**src/sv/u8u2_pkg.sv**
```systemverilog
// Package for the UTF-8 to UCS-2 decoder.
// Holds the lead-byte thresholds, field masks and the decode-step result type.
// No dependencies.
package u8u2_pkg;

  localparam int unsigned UNIT_W = 16;
  localparam int unsigned BYTE_W = 8;
  localparam int unsigned PEND_W = 2;

  // Lead-byte thresholds.
  localparam logic [BYTE_W-1:0] LEAD4_MIN = 8'hF0;
  localparam logic [BYTE_W-1:0] LEAD3_MIN = 8'hE0;
  localparam logic [BYTE_W-1:0] LEAD2_MIN = 8'hC0;

  // Payload masks for lead and continuation bytes.
  localparam logic [BYTE_W-1:0] LEAD4_MASK = 8'h07;
  localparam logic [BYTE_W-1:0] LEAD3_MASK = 8'h0F;
  localparam logic [BYTE_W-1:0] LEAD2_MASK = 8'h1F;
  localparam logic [BYTE_W-1:0] CONT_MASK  = 8'h3F;

  // Continuation counts opened by each kind of lead byte.
  localparam logic [PEND_W-1:0] PEND_NONE  = 2'd0;
  localparam logic [PEND_W-1:0] PEND_ONE   = 2'd1;
  localparam logic [PEND_W-1:0] PEND_TWO   = 2'd2;
  localparam logic [PEND_W-1:0] PEND_THREE = 2'd3;

  // Outcome of one decode step.
  typedef struct packed {
    logic              emit;
    logic [UNIT_W-1:0] unit;
    logic              last;
    logic [PEND_W-1:0] pending;
    logic [UNIT_W-1:0] partial;
  } step_t;

endpackage

```
**src/sv/utf8_to_ucs2_decoder_unit.sv**
```systemverilog
// Top level of the UTF-8 to UCS-2 decoder.
// Instantiates u8u2_step; depends on u8u2_pkg.
//
// The decoder takes one UTF-8 byte per item and returns 16-bit code units.
// Lead bytes at or above 0xC0, 0xE0 and 0xF0 open sequences of one, two or
// three continuation bytes; each continuation adds six bits and the value is
// truncated to 16 bits, so four-byte sequences wrap. Bytes outside a sequence
// pass through unchanged, and nothing is validated. A string that ends in
// the middle of a sequence yields its unit at once with the missing bits
// zero, and last_unit marks the final unit of every string. The block takes
// one byte per cycle as long as the result side keeps up: a byte is captured
// in an input register, decoded by the step logic against the sequence
// state, and its unit, if any, lands in the output register from which it
// drives the outputs. The output register is what sets the rate: bytes
// that open or continue a sequence without ending it move on even while a
// unit waits to be taken, and only a byte that makes a unit is held back
// by a stall on the output side.
module utf8_to_ucs2_decoder_unit (
  input  logic                        clk,
  input  logic                        rst,
  input  logic                        byte_valid,
  output logic                        byte_stall,
  input  logic [u8u2_pkg::BYTE_W-1:0] byte_in,
  input  logic                        end_of_string,
  output logic                        unit_valid,
  input  logic                        unit_stall,
  output logic [u8u2_pkg::UNIT_W-1:0] code_unit,
  output logic                        last_unit
);
  import u8u2_pkg::*;

  // Input register.
  logic              s1_valid;
  logic [BYTE_W-1:0] s1_byte;
  logic              s1_eos;

  // Sequence state.
  logic [PEND_W-1:0] pending;
  logic [UNIT_W-1:0] partial;

  step_t step;
  logic  out_free;
  logic  s1_fire;

  u8u2_step u_step (
    .pending       (pending),
    .partial       (partial),
    .byte_in       (s1_byte),
    .end_of_string (s1_eos),
    .step          (step)
  );

  // The output register can take a unit when it is empty or being drained.
  assign out_free   = !unit_valid || !unit_stall;
  // A byte leaves the input register when it makes no unit or the unit fits.
  assign s1_fire    = s1_valid && (!step.emit || out_free);
  assign byte_stall = s1_valid && !s1_fire;

  always_ff @(posedge clk) begin
    if (rst) begin
      s1_valid <= 1'b0;
    end else if (!byte_stall) begin
      s1_valid <= byte_valid;
    end
  end

  always_ff @(posedge clk) begin
    if (byte_valid && !byte_stall) begin
      s1_byte <= byte_in;
      s1_eos  <= end_of_string;
    end
  end

  // Sequence state advances with every byte that leaves the input register.
  always_ff @(posedge clk) begin
    if (rst) begin
      pending <= PEND_NONE;
      partial <= '0;
    end else if (s1_fire) begin
      pending <= step.pending;
      partial <= step.partial;
    end
  end

  always_ff @(posedge clk) begin
    if (rst) begin
      unit_valid <= 1'b0;
    end else if (s1_fire && step.emit) begin
      unit_valid <= 1'b1;
    end else if (!unit_stall) begin
      unit_valid <= 1'b0;
    end
  end

  always_ff @(posedge clk) begin
    if (s1_fire && step.emit) begin
      code_unit <= step.unit;
      last_unit <= step.last;
    end
  end

endmodule

```
**src/sv/u8u2_step.sv**
```systemverilog
// Decode logic for one byte of the UTF-8 to UCS-2 decoder.
// Pure combinational; depends on u8u2_pkg.
module u8u2_step (
  input  logic [u8u2_pkg::PEND_W-1:0] pending,
  input  logic [u8u2_pkg::UNIT_W-1:0] partial,
  input  logic [u8u2_pkg::BYTE_W-1:0] byte_in,
  input  logic                        end_of_string,
  output u8u2_pkg::step_t             step
);
  import u8u2_pkg::*;

  logic [UNIT_W-1:0] grown;
  logic [PEND_W-1:0] pend_dec;

  assign grown    = {partial[UNIT_W-7:0], byte_in[5:0] & CONT_MASK[5:0]};
  assign pend_dec = pending - PEND_ONE;

  always_comb begin
    step.emit    = 1'b0;
    step.unit    = '0;
    step.last    = end_of_string;
    step.pending = pending;
    step.partial = partial;

    if (pending == PEND_NONE) begin
      if (byte_in >= LEAD4_MIN) begin
        step.partial = {8'h00, byte_in & LEAD4_MASK};
        step.pending = PEND_THREE;
      end else if (byte_in >= LEAD3_MIN) begin
        step.partial = {8'h00, byte_in & LEAD3_MASK};
        step.pending = PEND_TWO;
      end else if (byte_in >= LEAD2_MIN) begin
        step.partial = {8'h00, byte_in & LEAD2_MASK};
        step.pending = PEND_ONE;
      end else begin
        step.emit = 1'b1;
        step.unit = {8'h00, byte_in};
      end
    end else begin
      step.partial = grown;
      step.pending = pend_dec;
      if (pend_dec == PEND_NONE) begin
        step.emit    = 1'b1;
        step.unit    = grown;
        step.partial = '0;
      end
    end

    // A string that ends inside a sequence is flushed with zero groups.
    if (!step.emit && end_of_string) begin
      step.emit = 1'b1;
      unique case (step.pending)
        PEND_ONE: step.unit = {step.partial[UNIT_W-7:0], 6'd0};
        PEND_TWO: step.unit = {step.partial[UNIT_W-13:0], 12'd0};
        default:  step.unit = '0;
      endcase
      step.pending = PEND_NONE;
      step.partial = '0;
    end
  end

endmodule

```
**config.mk**
```make
export PLATFORM = sky130hd
export DESIGN_NAME = utf8_to_ucs2_decoder_unit
export DESIGN_NICKNAME = d
export VERILOG_FILES = /design/src/sv/u8u2_pkg.sv /design/src/sv/utf8_to_ucs2_decoder_unit.sv /design/src/sv/u8u2_step.sv
export SDC_FILE = /design/constraint.sdc
export NUM_CORES = 1
export LEC_CHECK = 0
export BUFFER_PORTS_ARGS = -buffer_cell sky130_fd_sc_hd__buf_4
export CAP_MARGIN = 20
export CORE_MARGIN = 3
export CORE_UTILIZATION = 40
export CTS_CLUSTER_DIAMETER = 150
export DETAILED_ROUTE_END_ITERATION = 10
export PLACE_DENSITY = 0.69
export SYNTH_ARGS = -nofsm -noshare
export SYNTH_HDL_FRONTEND = slang
export SYNTH_SLANG_ARGS = --single-unit
```
**constraint.sdc**
```tcl
create_clock -name clk -period 3.4 [get_ports clk]
set_input_delay 0.17 -clock clk [delete_from_list [all_inputs] [get_ports clk]]
set_output_delay 0.17 -clock clk [all_outputs]
set_load 0.02 [all_outputs]
```
* Word-level counts from Yosys, hierarchy flattened *
Cells that the tools add are included.

word-level totals
  register bits after elaboration = 40
  logic and storage cells = 45

cells by class
  order comparisons = 3
  mux-type cells = 15
  reduce and logical (&&, ||, !) cells = 15
  add/subtract/negate cells = 1
  equal/unequal tests = 3

operator list
  cell                   count
  $mux W17               6
  $mux W18               5
  $pmux W16 S2           1
  $ge A8 B8 Y1 const B   3
  $mux W16               1
  $logic_not A1 Y1       6
  $logic_and A1 B1 Y1    5
  $logic_not A2 Y1       2
  $eq A2 B1 Y1 const B   1
  $eq A2 B2 Y1 const B   1
  $logic_or A1 B1 Y1     2
  $mux W1                2
  $ne A2 B1 Y1 const B   1
  $sub A2 B1 Y2 const B  1

* Depth between registers and ports, before layout *
Gate-level depths: netlist of the first run.

  word-level depth = 15
  mapped depth = 9
  depth with buffers taken out = 8

* Modules after synthesis *
A second synthesis of the first run with hierarchy kept.

second synthesis, totals
  cells, all modules = 223
  area, all modules = 2,351.0 sq um

by module, submodules not included
  module                     area each (sq um)  cells each  instances
  utf8_to_ucs2_decoder_unit  1,690.4            116         1
  u8u2_step                  660.6              107         1

* Worst setup path before layout of the first run *
OpenSTA, ideal clock, no wires.

  kind = reg2reg
  start point = register s1_byte[7]
  end point = register code_unit[0] (netlist bit) (enable)
  cell stages (with the launch flop) = 5
  required time = 3.003 ns
  slack = 0.996 ns
  data arrival time = 2.008 ns
  path through = edfxtp_1 -> and3b_1 -> nor2_1 -> o21ai_1 -> a21oi_1

on the way
  cells in the longest elaborated chain, start to end = 12
  elaborated cells between the ends (all ways) = 14

RTL lines
  what                     line                             text
  start, declared          utf8_to_ucs2_decoder_unit.sv:34  logic [BYTE_W-1:0] s1_byte;
  start signal, assigned   utf8_to_ucs2_decoder_unit.sv:69  s1_byte <= byte_in;
  $ge A8 B8 Y1             u8u2_step.sv:32                  end else if (byte_in >= LEAD2_MIN) begin
  $mux W17                 u8u2_step.sv:32
  $mux W17                 u8u2_step.sv:29                  end else if (byte_in >= LEAD3_MIN) begin
  $mux W17 (*)             u8u2_step.sv:26                  if (byte_in >= LEAD4_MIN) begin
  $mux W17 (*)             u8u2_step.sv:25                  if (pending == PEND_NONE) begin
  $logic_not A1 Y1         u8u2_step.sv:50                  if (!step.emit && end_of_string) begin
  $logic_and A1 B1 Y1      u8u2_step.sv:50
  $mux W17 (*)             u8u2_step.sv:50
  $logic_not A1 Y1         utf8_to_ucs2_decoder_unit.sv:56  assign s1_fire = s1_valid && (!step.emit || out_free);
  $logic_or A1 B1 Y1       utf8_to_ucs2_decoder_unit.sv:56
  $logic_and A1 B1 Y1      utf8_to_ucs2_decoder_unit.sv:56
  $logic_and A1 B1 Y1 (*)  utf8_to_ucs2_decoder_unit.sv:96  if (s1_fire && step.emit) begin
  end signal, assigned     utf8_to_ucs2_decoder_unit.sv:97  code_unit <= step.unit;
  end, declared            utf8_to_ucs2_decoder_unit.sv:27  output logic [u8u2_pkg::UNIT_W-1:0] code_unit,

Every way passes the cells marked *; elsewhere a longest branch is shown, timed or not.
A chain may end at the register's enable or synchronous reset.

==> key figures, run 1 <==
Worst hold path
  • Hold Path Origin: byte_in[6]
  • Worst Hold End: s1_byte[6]$_DFFE_PP_
  • Hold Path Cell Cnt: 1
  • Hold Path Class: in2reg

Setup path
  • Capturing point of the worst reg2reg path: code_unit[11]$_DFFE_PP_
  • Crit path max-delay cell type: dfxtp_1
  • Worst Setup End Kind: register
  • Startpoint types: register
  • Cell Chain, Critical Path: nor4b_1, a21oi_1, ha_1, nand2b_1, nor3_1, a32o_1
  • CP Class: reg2reg
  • CP Buf/Inv Count: 0
  • Delay-heaviest family, CP: flip-flops
  • R2R cell count: 6
  • CP required: 3.55 ns
  • Arr. time, crit path: 2.79 ns
  • Critical Path Stages: 6
  • Crit-path max FO: 29
  • Max incr delay on CP: 0.90 ns
  • Reg2reg start: pending[1]$_SDFFE_PP0P_
  • R2R setup slack: 0.77 ns

Route
  • Wirelength per Cell: ~16 um
  • Total number of vias: 1325
  • Final WL: 3620 um
  • Drt drc: 0
  • Iteration-0 DRC Markers: 97
  • DRT antenna net count: 0
  • Via/cell ratio: 5.76
  • Drt pass-1 iters: 4

Clock tree
  • Cts hold-fix bufs: 0
  • Num CTS Buffers: 5
  • Post-CTS sizing: 0
  • Clk buf depth: 2
  • Clk pin slew, worst setup/hold paths: 0.07 ns
  • Post-CTS setup buffers: 0
  • H-tree Lvls: 2
  • CTS sink count: 40
  • Later-pin clock latency in the skew report: 0.29 ns
  • CTS tree: built
  • CTS root buf: clkbuf_8

Global route
  • Pin count of the biggest net entering global routing: 30
  • GRT overflow: 0
  • Initial antenna violation count: 0
  • Vias in the first global route: 1266
  • GRT Util Overall: 0.147
  • First-pass GRT wire length: between 5000 and 6000 um

Synthesis
  • Top_reg_cell synth: edfxtp_1
  • Synth Instances: between 100 and 150
  • Synth warn: 0
  • EDFF count, synth: 26
  • #FFs+latches synth: 40
  • Post-Syn Area: 1770 um^2
  • Sequential area share after synthesis: 0.601
  • Mapped Nets: 164
  • Fraction of registers with async set/reset: 0
  • Syn Area/Cell: 11.9 um^2
  • Cell variety after synth: 38

STA
  • Final Max Slew Viols: 0
  • Slew of the pin with the lowest slew margin: just over 1 ns
  • Post-route setup slack: 0.768 ns
  • Tcrit/Tclk final: 0.774
  • Tmin final: 2.63 ns
  • Slew margin rel.: 0.320
  • Sum Neg Setup Slack: 0 ns
  • Max frequency: 0.380 GHz
  • Post-Route Skew: approximately 0.0059 ns
  • Endpoints failing hold: 0
  • RSZ-0062 raised after global routing: false
  • Final Setup Violations: 0
  • Hold WS: ~0.057 ns

Floorplan
  • Die height: 72.5 um
  • I/O pin cnt: 32
  • Starting density of the core: 0.426
  • Core region area: 4140 um^2
  • Die Wd: 72.5 um
  • Die area: 5250 um^2
  • # rows: 23

Finish
  • N_diodes: 0
  • Final nets: 195
  • P&R area growth vs syn: 19.4%
  • Layout cells sized above 1: 0.239
  • Design Area, Final: about 2100 um^2

Status
  • Status: completed

Power
  • Leak: slightly below 0.8 nW
  • Maximum VDD drop: ~230 uV
  • Power Dens Cells: around 440 nW/um^2

Job
  • Max-cap viol count: 0

Placement
  • Setup WS pre-CTS: roughly 0.87 ns
  • Area after DPL: 2030 um^2
  • RD Place Congestion: approximately 0.94
  • # port buffers: 31
  • DP HPWL: around 2600 um
[metal layers]
metal,global-route usage,up-vias,share of wire
li1,-,640,-
met1,0.193,617,0.42
met2,0.228,66,0.50
met3,0.0457,2,0.077
met4,0.0615,0,0.0044
met5,0,-,0
[kinds of logic (layout without fill, tap and decap cells)]
kind of cell             after synthesis  after routing  synth area share
adder cells (fa/ha/maj)                2              2            0.0142
AND/OR/NAND/NOR                       39             39             0.124
buffers and inverters                 13             44            0.0319
AO/OA/AOI/OAI                         55             55             0.229
flip-flops                            40             40             0.601
[stage by stage]
step | total power [mW] | utilization | instances
floorplan | 0.620 | - | 149
global placement | 0.659 | 0.490 | 223
detailed placement | 0.662 | 0.490 | 223
CTS | 0.941 | 0.509 | 230
global route | 0.976 | 0.509 | 230
finish | 0.936 | 0.509 | 230
[sequential cells by signal, indices dropped and copies added (netlist names)]
signal      flops
last_unit       1
pending         2
s1_valid        1
partial        10
s1_eos          1
s1_byte         8
unit_valid      1
code_unit      16
[synthesized netlist by cell type (2+ instances only)]
library cell  count  area, um^2
o21ai_0          10        50.1
a21oi_1           6        30.0
a22oi_1           9        67.6
o2bb2ai_1         2        17.5
nor3_1            2        10.0
nand2_1          11        41.3
nand3_1           2        10.0
clkbuf_1          6        22.5
nor2_1            6        22.5
a31o_2            4        35.0
a32o_1            5        50.1
and2_1            6        37.5
dfxtp_1          14         280
ha_1              2        25.0
edfxtp_1         26         781
a22o_1            9        78.8
nor2b_1           2        12.5
o21ai_1           2        10.0
nand2b_1          2        12.5
inv_1             5        18.8
[cell type report]
type                    count  area, um^2
clock buffers               6        72.6
clock inverters             1        5.00
well taps                  50        62.6
multi-input cells          96         649
flip-flops and latches     40        1060
repair buffers             32         240
inverters                   5        18.8
fillers                   378        2030
[layout by cell type (no fill, tap or decap)]
cell type and count:
clkbuf_1 1, and2_1 6, dfxtp_1 14, nand2_1 11, a31o_2 4, nor3_1 2, edfxtp_1 26, a41o_1 1
a32oi_1 1, and4b_1 1, nor2b_1 2, o31ai_1 1, nor2_1 6, o21ai_0 10, o21ai_1 2, a22oi_1 9
o41ai_1 1, clkbuf_8 5, a211oi_1 1, clkinv_2 1, a21o_1 1, buf_4 32, and3b_1 1, a32o_1 5
nand3_1 2, and3_1 1, o2bb2ai_1 2, o221ai_1 1, inv_1 5, nand4bb_1 1, a21oi_1 6, nor4b_1 1
nor3b_1 1, or3_4 1, ha_1 2, nand2b_1 2, nand4b_1 1, o21a_1 1, a22o_1 9
[report_power, final]
group          leakage (nW)  internal, mW  total (mW)  switching, mW
registers             0.365         0.539       0.555         0.0158
clock network        0.0410         0.139       0.284          0.145
logic                 0.374        0.0393      0.0973         0.0580
total                 0.780         0.717       0.936          0.219
[worst max-delay path by stage]
| stage | to | slack (ns) | start |
|---|---|---|---|
| 6_report | code_unit[11]$_DFFE_PP_ | 0.77 | pending[1]$_SDFFE_PP0P_ |
| 5_1_grt | code_unit[11]$_DFFE_PP_ | 0.56 | pending[1]$_SDFFE_PP0P_ |
| 4_1_cts | code_unit[11]$_DFFE_PP_ | 0.85 | pending[1]$_SDFFE_PP0P_ |
| 3_5_place_dp | code_unit[11]$_DFFE_PP_ | 0.87 | pending[1]$_SDFFE_PP0P_ |
| 3_3_place_gp | code_unit[11]$_DFFE_PP_ | 0.97 | pending[1]$_SDFFE_PP0P_ |
| 2_1_floorplan | code_unit[0]$_SDFFCE_PN0P_ | 1.0 | s1_byte[7]$_DFFE_PP_ |
Power figures use the tool's default switching activity.
==> run 2: changes to the inputs <==
Settings changed: ABC_AREA set to 1, PLACE_DENSITY 0.69 to 0.68.
Clock period 3.4 ns to 2.56 ns, I/O delays scaled along.
==> key figures, run 2 <==
Status
  • Status: completed (unchanged)

STA
  • Endpoints failing hold: 0 (unchanged)
  • Final Setup Violations: 0 (unchanged)
  • Slew of the pin with the lowest slew margin: 0.419 ns (was 1.02 ns)
  • RSZ-0062 raised after global routing: false (unchanged)
  • Final Max Slew Viols: 0 (unchanged)
  • Slew margin rel.: 0.720 (was 0.320)
  • Tcrit/Tclk final: 0.859 (was 0.774)
  • Hold WS: 0.00543 ns (was 0.0571 ns)
  • Max frequency: 0.455 GHz (was 0.380 GHz)
  • Tmin final: 2.20 ns (was 2.63 ns)
  • Post-Route Skew: 0.00429 ns (was 0.00590 ns)
  • Sum Neg Setup Slack: 0 ns (unchanged)

Clock tree
  • Clk pin slew, worst setup/hold paths: 0.07 ns (about the same)
  • CTS sink count: 40 (unchanged)
  • Clk buf depth: 2 (unchanged)
  • Cts hold-fix bufs: 0 (unchanged)
  • Later-pin clock latency in the skew report: 0.29 ns (about the same)
  • CTS tree: built (unchanged)
  • Post-CTS setup buffers: 0 (unchanged)
  • Num CTS Buffers: 5 (unchanged)
  • H-tree Lvls: 2 (unchanged)
  • Post-CTS sizing: 0 (unchanged)
  • CTS root buf: clkbuf_8 (unchanged)

Floorplan
  • # rows: 24 (was 23)
  • Die height: 74.6 um (was 72.5 um)
  • Die area: 5570 um^2 (was 5250 um^2)
  • Starting density of the core: 0.424 (was 0.426)
  • Die Wd: 74.6 um (was 72.5 um)
  • Core region area: 4440 um^2 (was 4140 um^2)
  • I/O pin cnt: 32 (unchanged)

Synthesis
  • Commonest cells post-synth: nand2_1 (67), inv_1 (30), edfxtp_1 (26) (was edfxtp_1 (26), dfxtp_1 (14), nand2_1 (11))
  • Post-Syn Area: 1880 um^2 (was 1770 um^2)
  • Syn Area/Cell: 8.64 um^2 (was 11.9 um^2)
  • Top_reg_cell synth: edfxtp_1 (unchanged)
  • Most frequent cell after synthesis: nand2_1 (was edfxtp_1)
  • Synth Instances: 218 (was 149)
  • Top cells by area, synth: edfxtp_1 (41%), dfxtp_1 (15%), nand2_1 (13%) (was edfxtp_1 (44%), dfxtp_1 (16%), a22o_1 (4.5%))
  • Sequential area share after synthesis: 0.563 (was 0.601)
  • EDFF count, synth: 26 (unchanged)
  • Synth warn: 0 (unchanged)
  • Yosys top cell area share: 0.414 (was 0.442)
  • Cell variety after synth: 24 (was 38)
  • #FFs+latches synth: 40 (unchanged)
  • Leading area contributor after synthesis: edfxtp_1 (unchanged)
  • Mapped Nets: 233 (was 164)
  • Fraction of registers with async set/reset: 0 (unchanged)

Global route
  • Pin count of the biggest net entering global routing: 18 (was 30)
  • First-pass GRT wire length: 6510 um (was 5990 um)
  • Initial antenna violation count: 0 (unchanged)
  • GRT overflow: 0 (unchanged)
  • Vias in the first global route: 1364 (was 1266)
  • GRT Util Overall: 0.157 (was 0.147)

Finish
  • Most frequent cells in the layout: nand2_1 (67), buf_4 (34), inv_1 (30) (was buf_4 (32), edfxtp_1 (26), dfxtp_1 (14))
  • Final nets: 271 (was 195)
  • Max FFs per register: 16 (unchanged)
  • Final non-filler cell total: 308 (was 230)
  • Largest regs: code_unit x16, partial x10, s1_byte x8 (unchanged)
  • Commonest non-fill, non-tap cell in the layout: nand2_1 (was buf_4)
  • Biggest register: code_unit (unchanged)
  • N_diodes: 0 (unchanged)
  • Layout cells sized above 1: 0.188 (was 0.239)
  • P&R area growth vs syn: 20.5% (was 19.4%)

Route
  • Total number of vias: 1563 (was 1325)
  • Wirelength per Cell: 13.0 um (was 15.7 um)
  • Final WL: 4010 um (was 3620 um)
  • Drt pass-1 iters: 4 (unchanged)
  • Via/cell ratio: 5.07 (was 5.76)
  • DRT antenna net count: 0 (unchanged)
  • Iteration-0 DRC Markers: 163 (was 97)
  • Drt drc: 0 (unchanged)

Setup path
  • CP required: 2.71 ns (was 3.55 ns)
  • Worst Setup End Kind: register (unchanged)
  • Arr. time, crit path: 2.35 ns (was 2.79 ns)
  • Startpoint types: register (unchanged)
  • Crit-path max FO: 11 (was 29)
  • CP Class: reg2reg (unchanged)

Power
  • Leak: 1.01 nW (was 0.780 nW)
  • Maximum VDD drop: 321 uV (was 233 uV)
  • Power Dens Cells: 567 nW/um^2 (was 444 nW/um^2)

Placement
  • RD Place Congestion: 0.936 (was 0.939)
  • # port buffers: 31 (unchanged)
  • DP HPWL: 2880 um (was 2630 um)
  • Placed cell count: 299 (was 223)

Worst hold path
  • Hold Path Class: in2reg (unchanged)

Job
  • Max-cap viol count: 0 (unchanged)
[run 2: through the flow]
| step | worst slack (ns) | cell area (um^2) | total power, mW | utilization |
|---|---|---|---|---|
| after floorplan | 0.659 | 1880 | 0.845 | - |
| after global placement | 0.506 | 2170 | 0.907 | 0.489 |
| after detailed placement | 0.410 | 2170 | 0.907 | 0.489 |
| after CTS | 0.387 | 2250 | 1.29 | 0.506 |
| after global routing | 0.130 | 2270 | 1.34 | 0.511 |
| final | 0.361 | 2270 | 1.29 | 0.511 |
[run 2: power by group]
| part | switching [mW] | internal [mW] |
|---|---|---|
| logic | 0.104 | 0.0599 |
| clock network | 0.206 | 0.185 |
| registers | 0.0148 | 0.716 |
[run 2: worst max-delay path, stage by stage (launching register included)]
cell and delay (ns):
edfxtp_1 0.45, nand2_1 0.31, inv_1 0.15, nand2_1 0.09, nand2_1 0.05, nand2_1 0.11
inv_1 0.06, ha_1 0.32, nor2_1 0.12, nand2_1 0.10, inv_2 0.13, nand2_1 0.07
nand3_1 0.10
[run 2: cell type report]
type	instances	area (um^2)
Tap cell	52	65.1
Sequential cell	40	1060
Multi-Input combinational cell	141	668
Clock inverter	1	5.00
Timing Repair Buffer	36	275
Fill cell	431	2170
Inverter	32	123
Clock buffer	6	72.6
[run 2: worst paths after layout]
path,from,end,slack (ns),cells past startpoint
hold / removal,byte_in[5],s1_byte[5]$_DFFE_PP_,0.005,1
setup / recovery,s1_byte[7]$_DFFE_PP_,code_unit[15]$_DFFE_PP_,0.36,12
hold reg to reg,partial[3]$_SDFFE_PP0P_,partial[3]$_SDFFE_PP0P_,0.47,2
setup reg to reg,s1_byte[7]$_DFFE_PP_,code_unit[15]$_DFFE_PP_,0.36,12
[run 2: layer usage]
metal	GRT usage	up-vias	part of all wire
li1	-	780	-
met1	0.217	708	0.46
met2	0.232	66	0.45
met3	0.0414	9	0.070
met4	0.0672	0	0.019
met5	0	-	0
[run 2: cell families (layout without fill, tap and decap cells)]
group                      Yosys count  after routing  share of synthesized area
AOI/OAI and AO/OA                   26             26                     0.0817
adders and majority gates            2              2                     0.0133
buffers and inverters               37             75                     0.0823
DFF                                 40             40                      0.563
and+or+nand+nor                    113            113                      0.260
